===== src/rtl/core/ebbe_pkg.sv =====
`default_nettype none

package ebbe_pkg;

    localparam int unsigned SIZE_W    = 17;
    localparam int unsigned INDEX_W   = 16;
    localparam int unsigned VALUE_W   = 24;
    localparam int unsigned VBYTES_W  = 2;
    localparam int unsigned APB_AW    = 3;
    localparam int unsigned APB_DW    = 32;

    localparam logic [VALUE_W-1:0]  MARKER_VALUE     = 24'hFFFFFF;
    localparam logic [7:0]          ERASED_BYTE      = 8'hFF;
    localparam logic [SIZE_W-1:0]   BLOCK_SIZE_RESET = 17'd4096;
    localparam logic [APB_AW-1:0]   ADDR_BLOCK_SIZE  = 3'd0;
    localparam int unsigned         QUEUE_DEPTH      = 4;

    localparam logic [VBYTES_W-1:0] VB_SMALL  = 2'd1;
    localparam logic [VBYTES_W-1:0] VB_LARGE  = 2'd2;
    localparam logic [VBYTES_W-1:0] VB_MARKER = 2'd3;

    // what one accepted byte produced
    typedef enum logic [1:0] {
        K_SMALL,
        K_LARGE,
        K_MARKER,
        K_MARKER_LARGE
    } t_kind;

    typedef struct packed {
        t_kind              kind;
        logic [INDEX_W-1:0] index;
    } t_rec;

endpackage

`default_nettype wire


===== src/rtl/core/ebbe_front.sv =====
`default_nettype none

module ebbe_front (
    input  wire                           i_clk,
    input  wire                           i_rst_n,
    input  wire [ebbe_pkg::SIZE_W-1:0]    i_block_size,
    input  wire                           i_accept,
    input  wire [7:0]                     i_data_byte,
    input  wire                           i_last_byte,
    output logic                          o_rec_valid,
    output ebbe_pkg::t_rec                o_rec
);
    import ebbe_pkg::*;

    logic [SIZE_W-1:0]  r_bytes,   n_bytes;
    logic [INDEX_W-1:0] r_index,   n_index;
    logic               r_all_ff,  n_all_ff;
    logic               r_any,     n_any;
    logic               r_marker,  n_marker;

    logic [SIZE_W:0]    w_count;
    logic               w_all_ff;
    logic               w_close;
    logic               w_found;
    logic               w_small;

    always_comb begin
        w_all_ff = r_all_ff & (i_data_byte == ERASED_BYTE);
        w_count  = {1'b0, r_bytes} + {{SIZE_W{1'b0}}, 1'b1};
        w_close  = (w_count >= {1'b0, i_block_size}) | i_last_byte;
        w_found  = w_close & w_all_ff;
        w_small  = (r_index[INDEX_W-1:8] == '0);

        o_rec_valid = w_found | (i_last_byte & ~r_any);
        o_rec.index = r_index;
        if (w_found) begin
            if (w_small) begin
                o_rec.kind = K_SMALL;
            end else if (r_marker) begin
                o_rec.kind = K_LARGE;
            end else begin
                o_rec.kind = K_MARKER_LARGE;
            end
        end else begin
            o_rec.kind = K_MARKER;
        end

        n_bytes  = r_bytes;
        n_index  = r_index;
        n_all_ff = r_all_ff;
        n_any    = r_any;
        n_marker = r_marker;
        if (i_accept) begin
            if (i_last_byte) begin
                n_bytes  = '0;
                n_index  = '0;
                n_all_ff = 1'b1;
                n_any    = 1'b0;
                n_marker = 1'b0;
            end else if (w_close) begin
                n_bytes  = '0;
                n_index  = r_index + INDEX_W'(1);
                n_all_ff = 1'b1;
                n_any    = r_any | w_found;
                n_marker = r_marker | (w_found & ~w_small);
            end else begin
                n_bytes  = w_count[SIZE_W-1:0];
                n_all_ff = w_all_ff;
            end
        end
    end

    always_ff @(posedge i_clk) begin
        if (!i_rst_n) begin
            r_bytes  <= '0;
            r_index  <= '0;
            r_all_ff <= 1'b1;
            r_any    <= 1'b0;
            r_marker <= 1'b0;
        end else begin
            r_bytes  <= n_bytes;
            r_index  <= n_index;
            r_all_ff <= n_all_ff;
            r_any    <= n_any;
            r_marker <= n_marker;
        end
    end

endmodule

`default_nettype wire


===== src/rtl/core/ebbe_queue.sv =====
`default_nettype none

module ebbe_queue #(
    parameter int unsigned DEPTH = ebbe_pkg::QUEUE_DEPTH
) (
    input  wire             i_clk,
    input  wire             i_rst_n,
    input  wire             i_wr,
    input  ebbe_pkg::t_rec  i_wr_rec,
    input  wire             i_rd,
    output logic            o_full,
    output logic            o_empty,
    output ebbe_pkg::t_rec  o_head
);
    import ebbe_pkg::*;

    localparam int unsigned PTR_W = (DEPTH > 1) ? $clog2(DEPTH) : 1;
    localparam int unsigned CNT_W = $clog2(DEPTH + 1);

    t_rec               r_mem [DEPTH];
    logic [PTR_W-1:0]   r_wr_ptr, n_wr_ptr;
    logic [PTR_W-1:0]   r_rd_ptr, n_rd_ptr;
    logic [CNT_W-1:0]   r_count,  n_count;
    logic               w_wr;
    logic               w_rd;

    always_comb begin
        o_full  = (r_count == CNT_W'(DEPTH));
        o_empty = (r_count == '0);
        o_head  = r_mem[r_rd_ptr];
        w_wr    = i_wr & ~o_full;
        w_rd    = i_rd & ~o_empty;

        n_wr_ptr = r_wr_ptr;
        n_rd_ptr = r_rd_ptr;
        n_count  = r_count;
        if (w_wr) begin
            n_wr_ptr = (r_wr_ptr == PTR_W'(DEPTH - 1)) ? '0 : r_wr_ptr + PTR_W'(1);
        end
        if (w_rd) begin
            n_rd_ptr = (r_rd_ptr == PTR_W'(DEPTH - 1)) ? '0 : r_rd_ptr + PTR_W'(1);
        end
        if (w_wr && !w_rd) begin
            n_count = r_count + CNT_W'(1);
        end else if (w_rd && !w_wr) begin
            n_count = r_count - CNT_W'(1);
        end
    end

    always_ff @(posedge i_clk) begin
        if (w_wr) begin
            r_mem[r_wr_ptr] <= i_wr_rec;
        end
    end

    always_ff @(posedge i_clk) begin
        if (!i_rst_n) begin
            r_wr_ptr <= '0;
            r_rd_ptr <= '0;
            r_count  <= '0;
        end else begin
            r_wr_ptr <= n_wr_ptr;
            r_rd_ptr <= n_rd_ptr;
            r_count  <= n_count;
        end
    end

`ifndef NO_ASSERTIONS
    a_count_bound: assert property (@(posedge i_clk) disable iff (!i_rst_n)
        r_count <= CNT_W'(DEPTH))
        else $error("queue count above depth");

    a_no_drop: assert property (@(posedge i_clk) disable iff (!i_rst_n)
        (i_wr && !o_full && !w_rd) |=> (r_count == $past(r_count) + CNT_W'(1)))
        else $error("queue write lost");

    a_hold_head: assert property (@(posedge i_clk) disable iff (!i_rst_n)
        (!o_empty && !i_rd) |=> (o_head == $past(o_head)))
        else $error("queue head changed without a read");
`endif

endmodule

`default_nettype wire


===== src/rtl/core/ebbe_back.sv =====
`default_nettype none

module ebbe_back (
    input  wire                              i_clk,
    input  wire                              i_rst_n,
    input  wire                              i_q_empty,
    input  ebbe_pkg::t_rec                   i_q_head,
    output logic                             o_q_rd,
    output logic                             o_empty,
    input  wire                              i_pop,
    output logic [ebbe_pkg::VALUE_W-1:0]     o_encoded_value,
    output logic [ebbe_pkg::VBYTES_W-1:0]    o_value_bytes,
    output logic                             o_last_of_run
);
    import ebbe_pkg::*;

    // set while the marker of a marker-plus-index pair is already out
    logic r_second, n_second;
    logic w_pair;
    logic w_beat;

    always_comb begin
        w_pair  = (i_q_head.kind == K_MARKER_LARGE);
        o_empty = i_q_empty;
        w_beat  = i_pop & ~i_q_empty;

        o_last_of_run = ~(w_pair & ~r_second);
        case (i_q_head.kind)
            K_SMALL: begin
                o_encoded_value = {8'h00, i_q_head.index};
                o_value_bytes   = VB_SMALL;
            end
            K_LARGE: begin
                o_encoded_value = {8'h00, i_q_head.index};
                o_value_bytes   = VB_LARGE;
            end
            K_MARKER: begin
                o_encoded_value = MARKER_VALUE;
                o_value_bytes   = VB_MARKER;
            end
            default: begin
                o_encoded_value = r_second ? {8'h00, i_q_head.index} : MARKER_VALUE;
                o_value_bytes   = r_second ? VB_LARGE : VB_MARKER;
            end
        endcase

        o_q_rd   = w_beat & o_last_of_run;
        n_second = r_second;
        if (w_beat) begin
            n_second = w_pair & ~r_second;
        end
    end

    always_ff @(posedge i_clk) begin
        if (!i_rst_n) begin
            r_second <= 1'b0;
        end else begin
            r_second <= n_second;
        end
    end

`ifndef NO_ASSERTIONS
    a_second_on_pair: assert property (@(posedge i_clk) disable iff (!i_rst_n)
        r_second |-> (!i_q_empty && w_pair))
        else $error("second half without a pending pair");
`endif

endmodule

`default_nettype wire


===== src/rtl/core/erased_block_bitmap_encoder_top.sv =====
// a byte's result is registered in the queue, whose head drives the result ports
// throughput: one byte per cycle while full is low; results leave at one per pop, and a
// byte that causes the marker plus a large index needs two pop beats, so the 4-entry
// result queue sets how long bursts of such bytes run before full rises
// reset: synchronous active-low i_rst_n clears the scan state and the queue and sets
// block_size to 4096; there is no clearing pass
`default_nettype none

module erased_block_bitmap_encoder_top #(
    parameter int unsigned QUEUE_DEPTH = ebbe_pkg::QUEUE_DEPTH
) (
    input  wire                               i_clk,
    input  wire                               i_rst_n,
    // config port
    input  wire                               psel,
    input  wire                               penable,
    input  wire                               pwrite,
    input  wire [ebbe_pkg::APB_AW-1:0]        paddr,
    input  wire [ebbe_pkg::APB_DW-1:0]        pwdata,
    output logic [ebbe_pkg::APB_DW-1:0]       prdata,
    output logic                              pready,
    // byte input
    input  wire                               push,
    output logic                              full,
    input  wire [7:0]                         i_data_byte,
    input  wire                               i_last_byte,
    // result output
    output logic                              empty,
    input  wire                               pop,
    output logic [ebbe_pkg::VALUE_W-1:0]      o_encoded_value,
    output logic [ebbe_pkg::VBYTES_W-1:0]     o_value_bytes,
    output logic                              o_last_of_run
);
    import ebbe_pkg::*;

    // block size register, written through the apb access phase
    logic [SIZE_W-1:0] r_block_size;
    logic              w_cfg_wr;

    assign pready   = 1'b1;
    assign w_cfg_wr = psel & penable & pwrite & pready & (paddr == ADDR_BLOCK_SIZE);

    always_comb begin
        prdata = '0;
        if (paddr == ADDR_BLOCK_SIZE) begin
            prdata = {{(APB_DW - SIZE_W){1'b0}}, r_block_size};
        end
    end

    always_ff @(posedge i_clk) begin
        if (!i_rst_n) begin
            r_block_size <= BLOCK_SIZE_RESET;
        end else if (w_cfg_wr) begin
            r_block_size <= pwdata[SIZE_W-1:0];
        end
    end

    // front: counts bytes into blocks and classifies each accepted beat
    logic  w_accept;
    logic  w_rec_valid;
    t_rec  w_rec;
    logic  w_q_full;
    logic  w_q_empty;
    t_rec  w_q_head;
    logic  w_q_rd;

    // the queue always has room when full is low, so every accepted record lands
    assign full     = w_q_full;
    assign w_accept = push & ~w_q_full;

    ebbe_front u_front (
        .i_clk        (i_clk),
        .i_rst_n      (i_rst_n),
        .i_block_size (r_block_size),
        .i_accept     (w_accept),
        .i_data_byte  (i_data_byte),
        .i_last_byte  (i_last_byte),
        .o_rec_valid  (w_rec_valid),
        .o_rec        (w_rec)
    );

    // short queue between the byte scanner and the result serializer
    ebbe_queue #(
        .DEPTH (QUEUE_DEPTH)
    ) u_queue (
        .i_clk    (i_clk),
        .i_rst_n  (i_rst_n),
        .i_wr     (w_accept & w_rec_valid),
        .i_wr_rec (w_rec),
        .i_rd     (w_q_rd),
        .o_full   (w_q_full),
        .o_empty  (w_q_empty),
        .o_head   (w_q_head)
    );

    // back: splits a marker-plus-index record into two result beats
    ebbe_back u_back (
        .i_clk           (i_clk),
        .i_rst_n         (i_rst_n),
        .i_q_empty       (w_q_empty),
        .i_q_head        (w_q_head),
        .o_q_rd          (w_q_rd),
        .o_empty         (empty),
        .i_pop           (pop),
        .o_encoded_value (o_encoded_value),
        .o_value_bytes   (o_value_bytes),
        .o_last_of_run   (o_last_of_run)
    );

endmodule

`default_nettype wire


===== config.mk =====
export PLATFORM = sky130hd
export DESIGN_NAME = erased_block_bitmap_encoder_top
export DESIGN_NICKNAME = d
export VERILOG_FILES = /design/src/rtl/core/ebbe_pkg.sv /design/src/rtl/core/ebbe_front.sv /design/src/rtl/core/ebbe_queue.sv /design/src/rtl/core/ebbe_back.sv /design/src/rtl/core/erased_block_bitmap_encoder_top.sv
export SDC_FILE = /design/constraint.sdc
export NUM_CORES = 1
export LEC_CHECK = 0
export BUFFER_PORTS_ARGS = -buffer_cell sky130_fd_sc_hd__buf_4
export CORE_UTILIZATION = 60
export CTS_CLUSTER_DIAMETER = 150
export DETAILED_ROUTE_END_ITERATION = 12
export PLACE_DENSITY = 0.85
export SLEW_MARGIN = 25
export SYNTH_ARGS = -nofsm -noshare
export SYNTH_HDL_FRONTEND = slang
export SYNTH_SLANG_ARGS = --single-unit

===== constraint.sdc =====
create_clock -name i_clk -period 8.3 [get_ports i_clk]
set_input_delay 0.83 -clock i_clk [delete_from_list [all_inputs] [get_ports i_clk]]
set_output_delay 0.83 -clock i_clk [all_outputs]
set_load 0.005 [all_outputs]

==> reports/results.tsv <==
stage	metric	value	unit
critical_path	Crit path top cell by count	ha_1	
critical_path	CP Capture Type	register	
yosys	Synth warnings	0	
yosys	share of the synthesized area in the top cell type	0.313	
drt	vias per cell	5.83	
timing	Final Hold Fails	0	
yosys	most used flip-flop cell after synthesis	edfxtp_1	
yosys	FF+latch count, synth	135	
final_layout	FILL cells	737	
placed_design	# port buffers	81	
cts	maximum clock path buffer count	2	
yosys	count of cell types in the netlist	57	
status	status	completed	
final_layout	nets	781	
cts	Inserted Clock Buffers	17	
power_and_ir_drop	Int Pwr	1.34	mW
final_layout	proportion of layout cells with a drive suffix above 1	0.240	
cts	# Post-CTS Setup Buffers	0	
timing	worst clock skew	0.0102	ns
yosys	largest area contributor in the netlist	edfxtp_1	
floorplan	number of I/O pins	113	
drt	vias	5000	
grt	gr ovfl total	0	
yosys	Mean Syn Cell Area	10.8	µm²
floorplan	CORE AREA	11000	µm²
placed_design	dpl cells	825	
cts	latest clock arrival within the worst-skew pair	0.42	ns
run	Max-cap violations	0	
drt	DR iter-0 viols	317	
power_and_ir_drop	Clock power frac	0.408	
yosys	number of synthesized flops with an enable pin	72	
critical_path	CP Cell Sequence	ha_1, nand3_1, nor4_2, and3_4, and2b_1, xor2_1, ha_1, nand2_1, nor2_1, nand4_1, a41o_2, a21oi_4, ha_1, inv_1, fa_1, xor2_1, or3_1, a21oi_1	
drt	routed len/inst	16.7	µm
critical_path	Required @ worst endpoint	8.64	ns
final_layout	fin area	8060	µm²
power_and_ir_drop	VDD IR max	188	µV
critical_path	Critical Path Fanout Max	34	
cts	TritonCTS clock tree	built	
grt	initial antenna violation count	0	
yosys	register area share after synthesis	0.496	
grt	Overall Global Routing Usage	0.253	
power_and_ir_drop	PwrDens	224	nW/µm²
grt	first-pass GRT wire length	23.1	mm
timing	Peak Freq	200	MHz
yosys	Synth area leaders	edfxtp_1 31%, dfxtp_1 18%, mux4_2 5.9%	
power_and_ir_drop	Comb pwr share	0.181	
power_and_ir_drop	switching share of power	0.260	
power_and_ir_drop	leakage power	3.06	nW
cts	CTS Hold Bufs	0	
drt	1st-pass router iterations	5	
critical_path	Critical Path AT	5.33	ns
yosys	post-synthesis async set-or-reset flop share	0	
placed_design	GPL Wtd Cong	0.813	
timing	Slew @ Worst Pin	0.982	ns
critical_path	Critical Path Source Type	register	
final_layout	area added between synthesis and finish	16.8	%
cts	H-tree depth	4	
floorplan	row cnt	38	
grt	largest net degree at the start of global routing	43	
timing	Final setup viols	0	
floorplan	chip height	109	µm
floorplan	die width	109	µm
final_layout	fin cells	857	
drt	final antenna-violating net count	0	
cts	Sink Count	135	
timing	total negative slack	0	ns
critical_path	Crit-path slowest cell	a41o_2	
cts	CTS Root Cell	clkbuf_16	
critical_path	crit path kind	reg2reg	
drt	Post-Route WL	14.3	mm
power_and_ir_drop	net switching power figure	470	µW
placed_design	DP Area	7480	µm²
timing	RSZ-0062 raised after global routing	no	
yosys	mapped cell area	6900	µm²
timing	crit share post-route	0.602	
critical_path	slowest stage delay, CP	0.57	ns
final_layout	Ant. Diodes	0	
timing	Relative slew margins	0.346	
min_path	Hold Crit Class	reg2reg	
grt	number of global-route vias before repair	4846	
cts	Reg clk slew, reported paths	0.06	ns
power_and_ir_drop	sequential power share	0.411	
drt	DRC violations left	0	
floorplan	Initial Utilization	0.626	
yosys	post-synthesis cell count	637	
cts	CTS resizes	0	
timing	fin. max-slew vios	0	
timing	Period minus WS final	4.99	ns
placed_design	HPWL Detailed	9.30	mm
floorplan	die area	11900	µm²
## layer usage
layer / GRT usage / share of wire / up-vias
li1: - / - / 2397
met1: 0.298 / 0.41 / 2430
met2: 0.440 / 0.53 / 141
met3: 0.0550 / 0.039 / 32
met4: 0.118 / 0.023 / 0
met5: 0 / 0 / -
## stage by stage
stage | hold WS [ns] | setup slack, ns | power [mW] | utilization
floorplan | 0.433 | 4.03 | 0.976 | -
global placement | 0.439 | 3.58 | 1.07 | 0.678
detailed placement | 0.447 | 3.42 | 1.08 | 0.678
CTS | 0.469 | 3.37 | 1.81 | 0.730
global route | 0.492 | 2.98 | 1.88 | 0.731
finish | 0.471 | 3.31 | 1.81 | 0.731
## cells by family (layout without fill, tap and decap cells)
family / count (synthesis) / count (layout) / share of synthesized area
flops: 135 / 135 / 0.496
mux: 40 / 40 / 0.0906
compound gates: 84 / 84 / 0.0832
xor+xnor: 17 / 17 / 0.0216
simple gates: 253 / 253 / 0.199
buf+inv: 80 / 146 / 0.0600
fa+ha+maj: 26 / 26 / 0.0482
other cells: 2 / 16 / 0.00109
## synthesized netlist by cell type (16+ instances only)
cell type  number
nand2_1        85
edfxtp_1       72
dfxtp_1        63
a21oi_1        37
inv_1          26
ha_1           25
buf_4          24
and2_1         23
mux2i_1        22
nand2b_1       20
nand4_1        19
nor2_1         19
mux4_2         18
or2_2          17
o21ai_0        16
## path summary, 6_finish.rpt
path,from,end,slack [ns],cells after the start
setup / recovery,u_front.r_bytes[0]$_SDFFE_PN0P_,u_queue.r_count[2]$_SDFFE_PN0P_,3.31,18
hold / removal,u_front.r_marker$_SDFFE_PN0P_,u_front.r_marker$_SDFFE_PN0P_,0.47,1
setup reg to reg,u_front.r_bytes[0]$_SDFFE_PN0P_,u_queue.r_count[2]$_SDFFE_PN0P_,3.31,18
hold reg to reg,u_front.r_marker$_SDFFE_PN0P_,u_front.r_marker$_SDFFE_PN0P_,0.47,1
## cell usage in the layout, fill, tap and decap left out, drive strengths merged, types with 20 or more instances in the layout
cell type,count
buf,88
nand2,88
edfxtp,72
dfxtp,63
a21oi,38
inv,29
ha,25
and2,23
mux2i,22
nor2,20
nand2b,20
## critical path, delay by kind of cell, from the launching register on
kind | cells | cell delay, ns
adder cells (fa/ha/maj) | 4 | 1.17
AND/OR/NAND/NOR | 8 | 1.86
buffers and inverters | 1 | 0.06
AO/OA/AOI/OAI | 3 | 1.10
flip-flops | 1 | 0.42
XOR/XNOR | 2 | 0.27
## power groups by stage
stage	combinational, mW	clock (mW)	sequential [mW]
final	0.327	0.738	0.742
after global routing	0.361	0.771	0.746
after CTS	0.330	0.740	0.742
after detailed placement	0.326	0	0.756
after global placement	0.316	0	0.754
after floorplan	0.228	0	0.749
## area by class of cell
cell class,count,area [µm²],area share
flip-flops and latches,135,3420,0.425
multi-input cells,436,3120,0.388
repair buffers,88,661,0.0820
clock buffers,19,433,0.0537
well taps,140,175,0.0217
clock inverters,13,146,0.0182
inverters,26,97.6,0.0121
## flip-flops by register name, indices dropped and copies added, names as in the netlist, named ones only
register	cells
u_back.r_second	1
u_front.r_index	16
u_queue.r_wr_ptr	2
u_queue.r_rd_ptr	2
u_front.r_bytes	17
u_front.r_marker	1
u_front.r_any	1
u_front.r_all_ff	1
u_queue.r_mem	72
u_queue.r_count	3
r_block_size	17
Note: power is estimated with default switching activity, not from simulation.
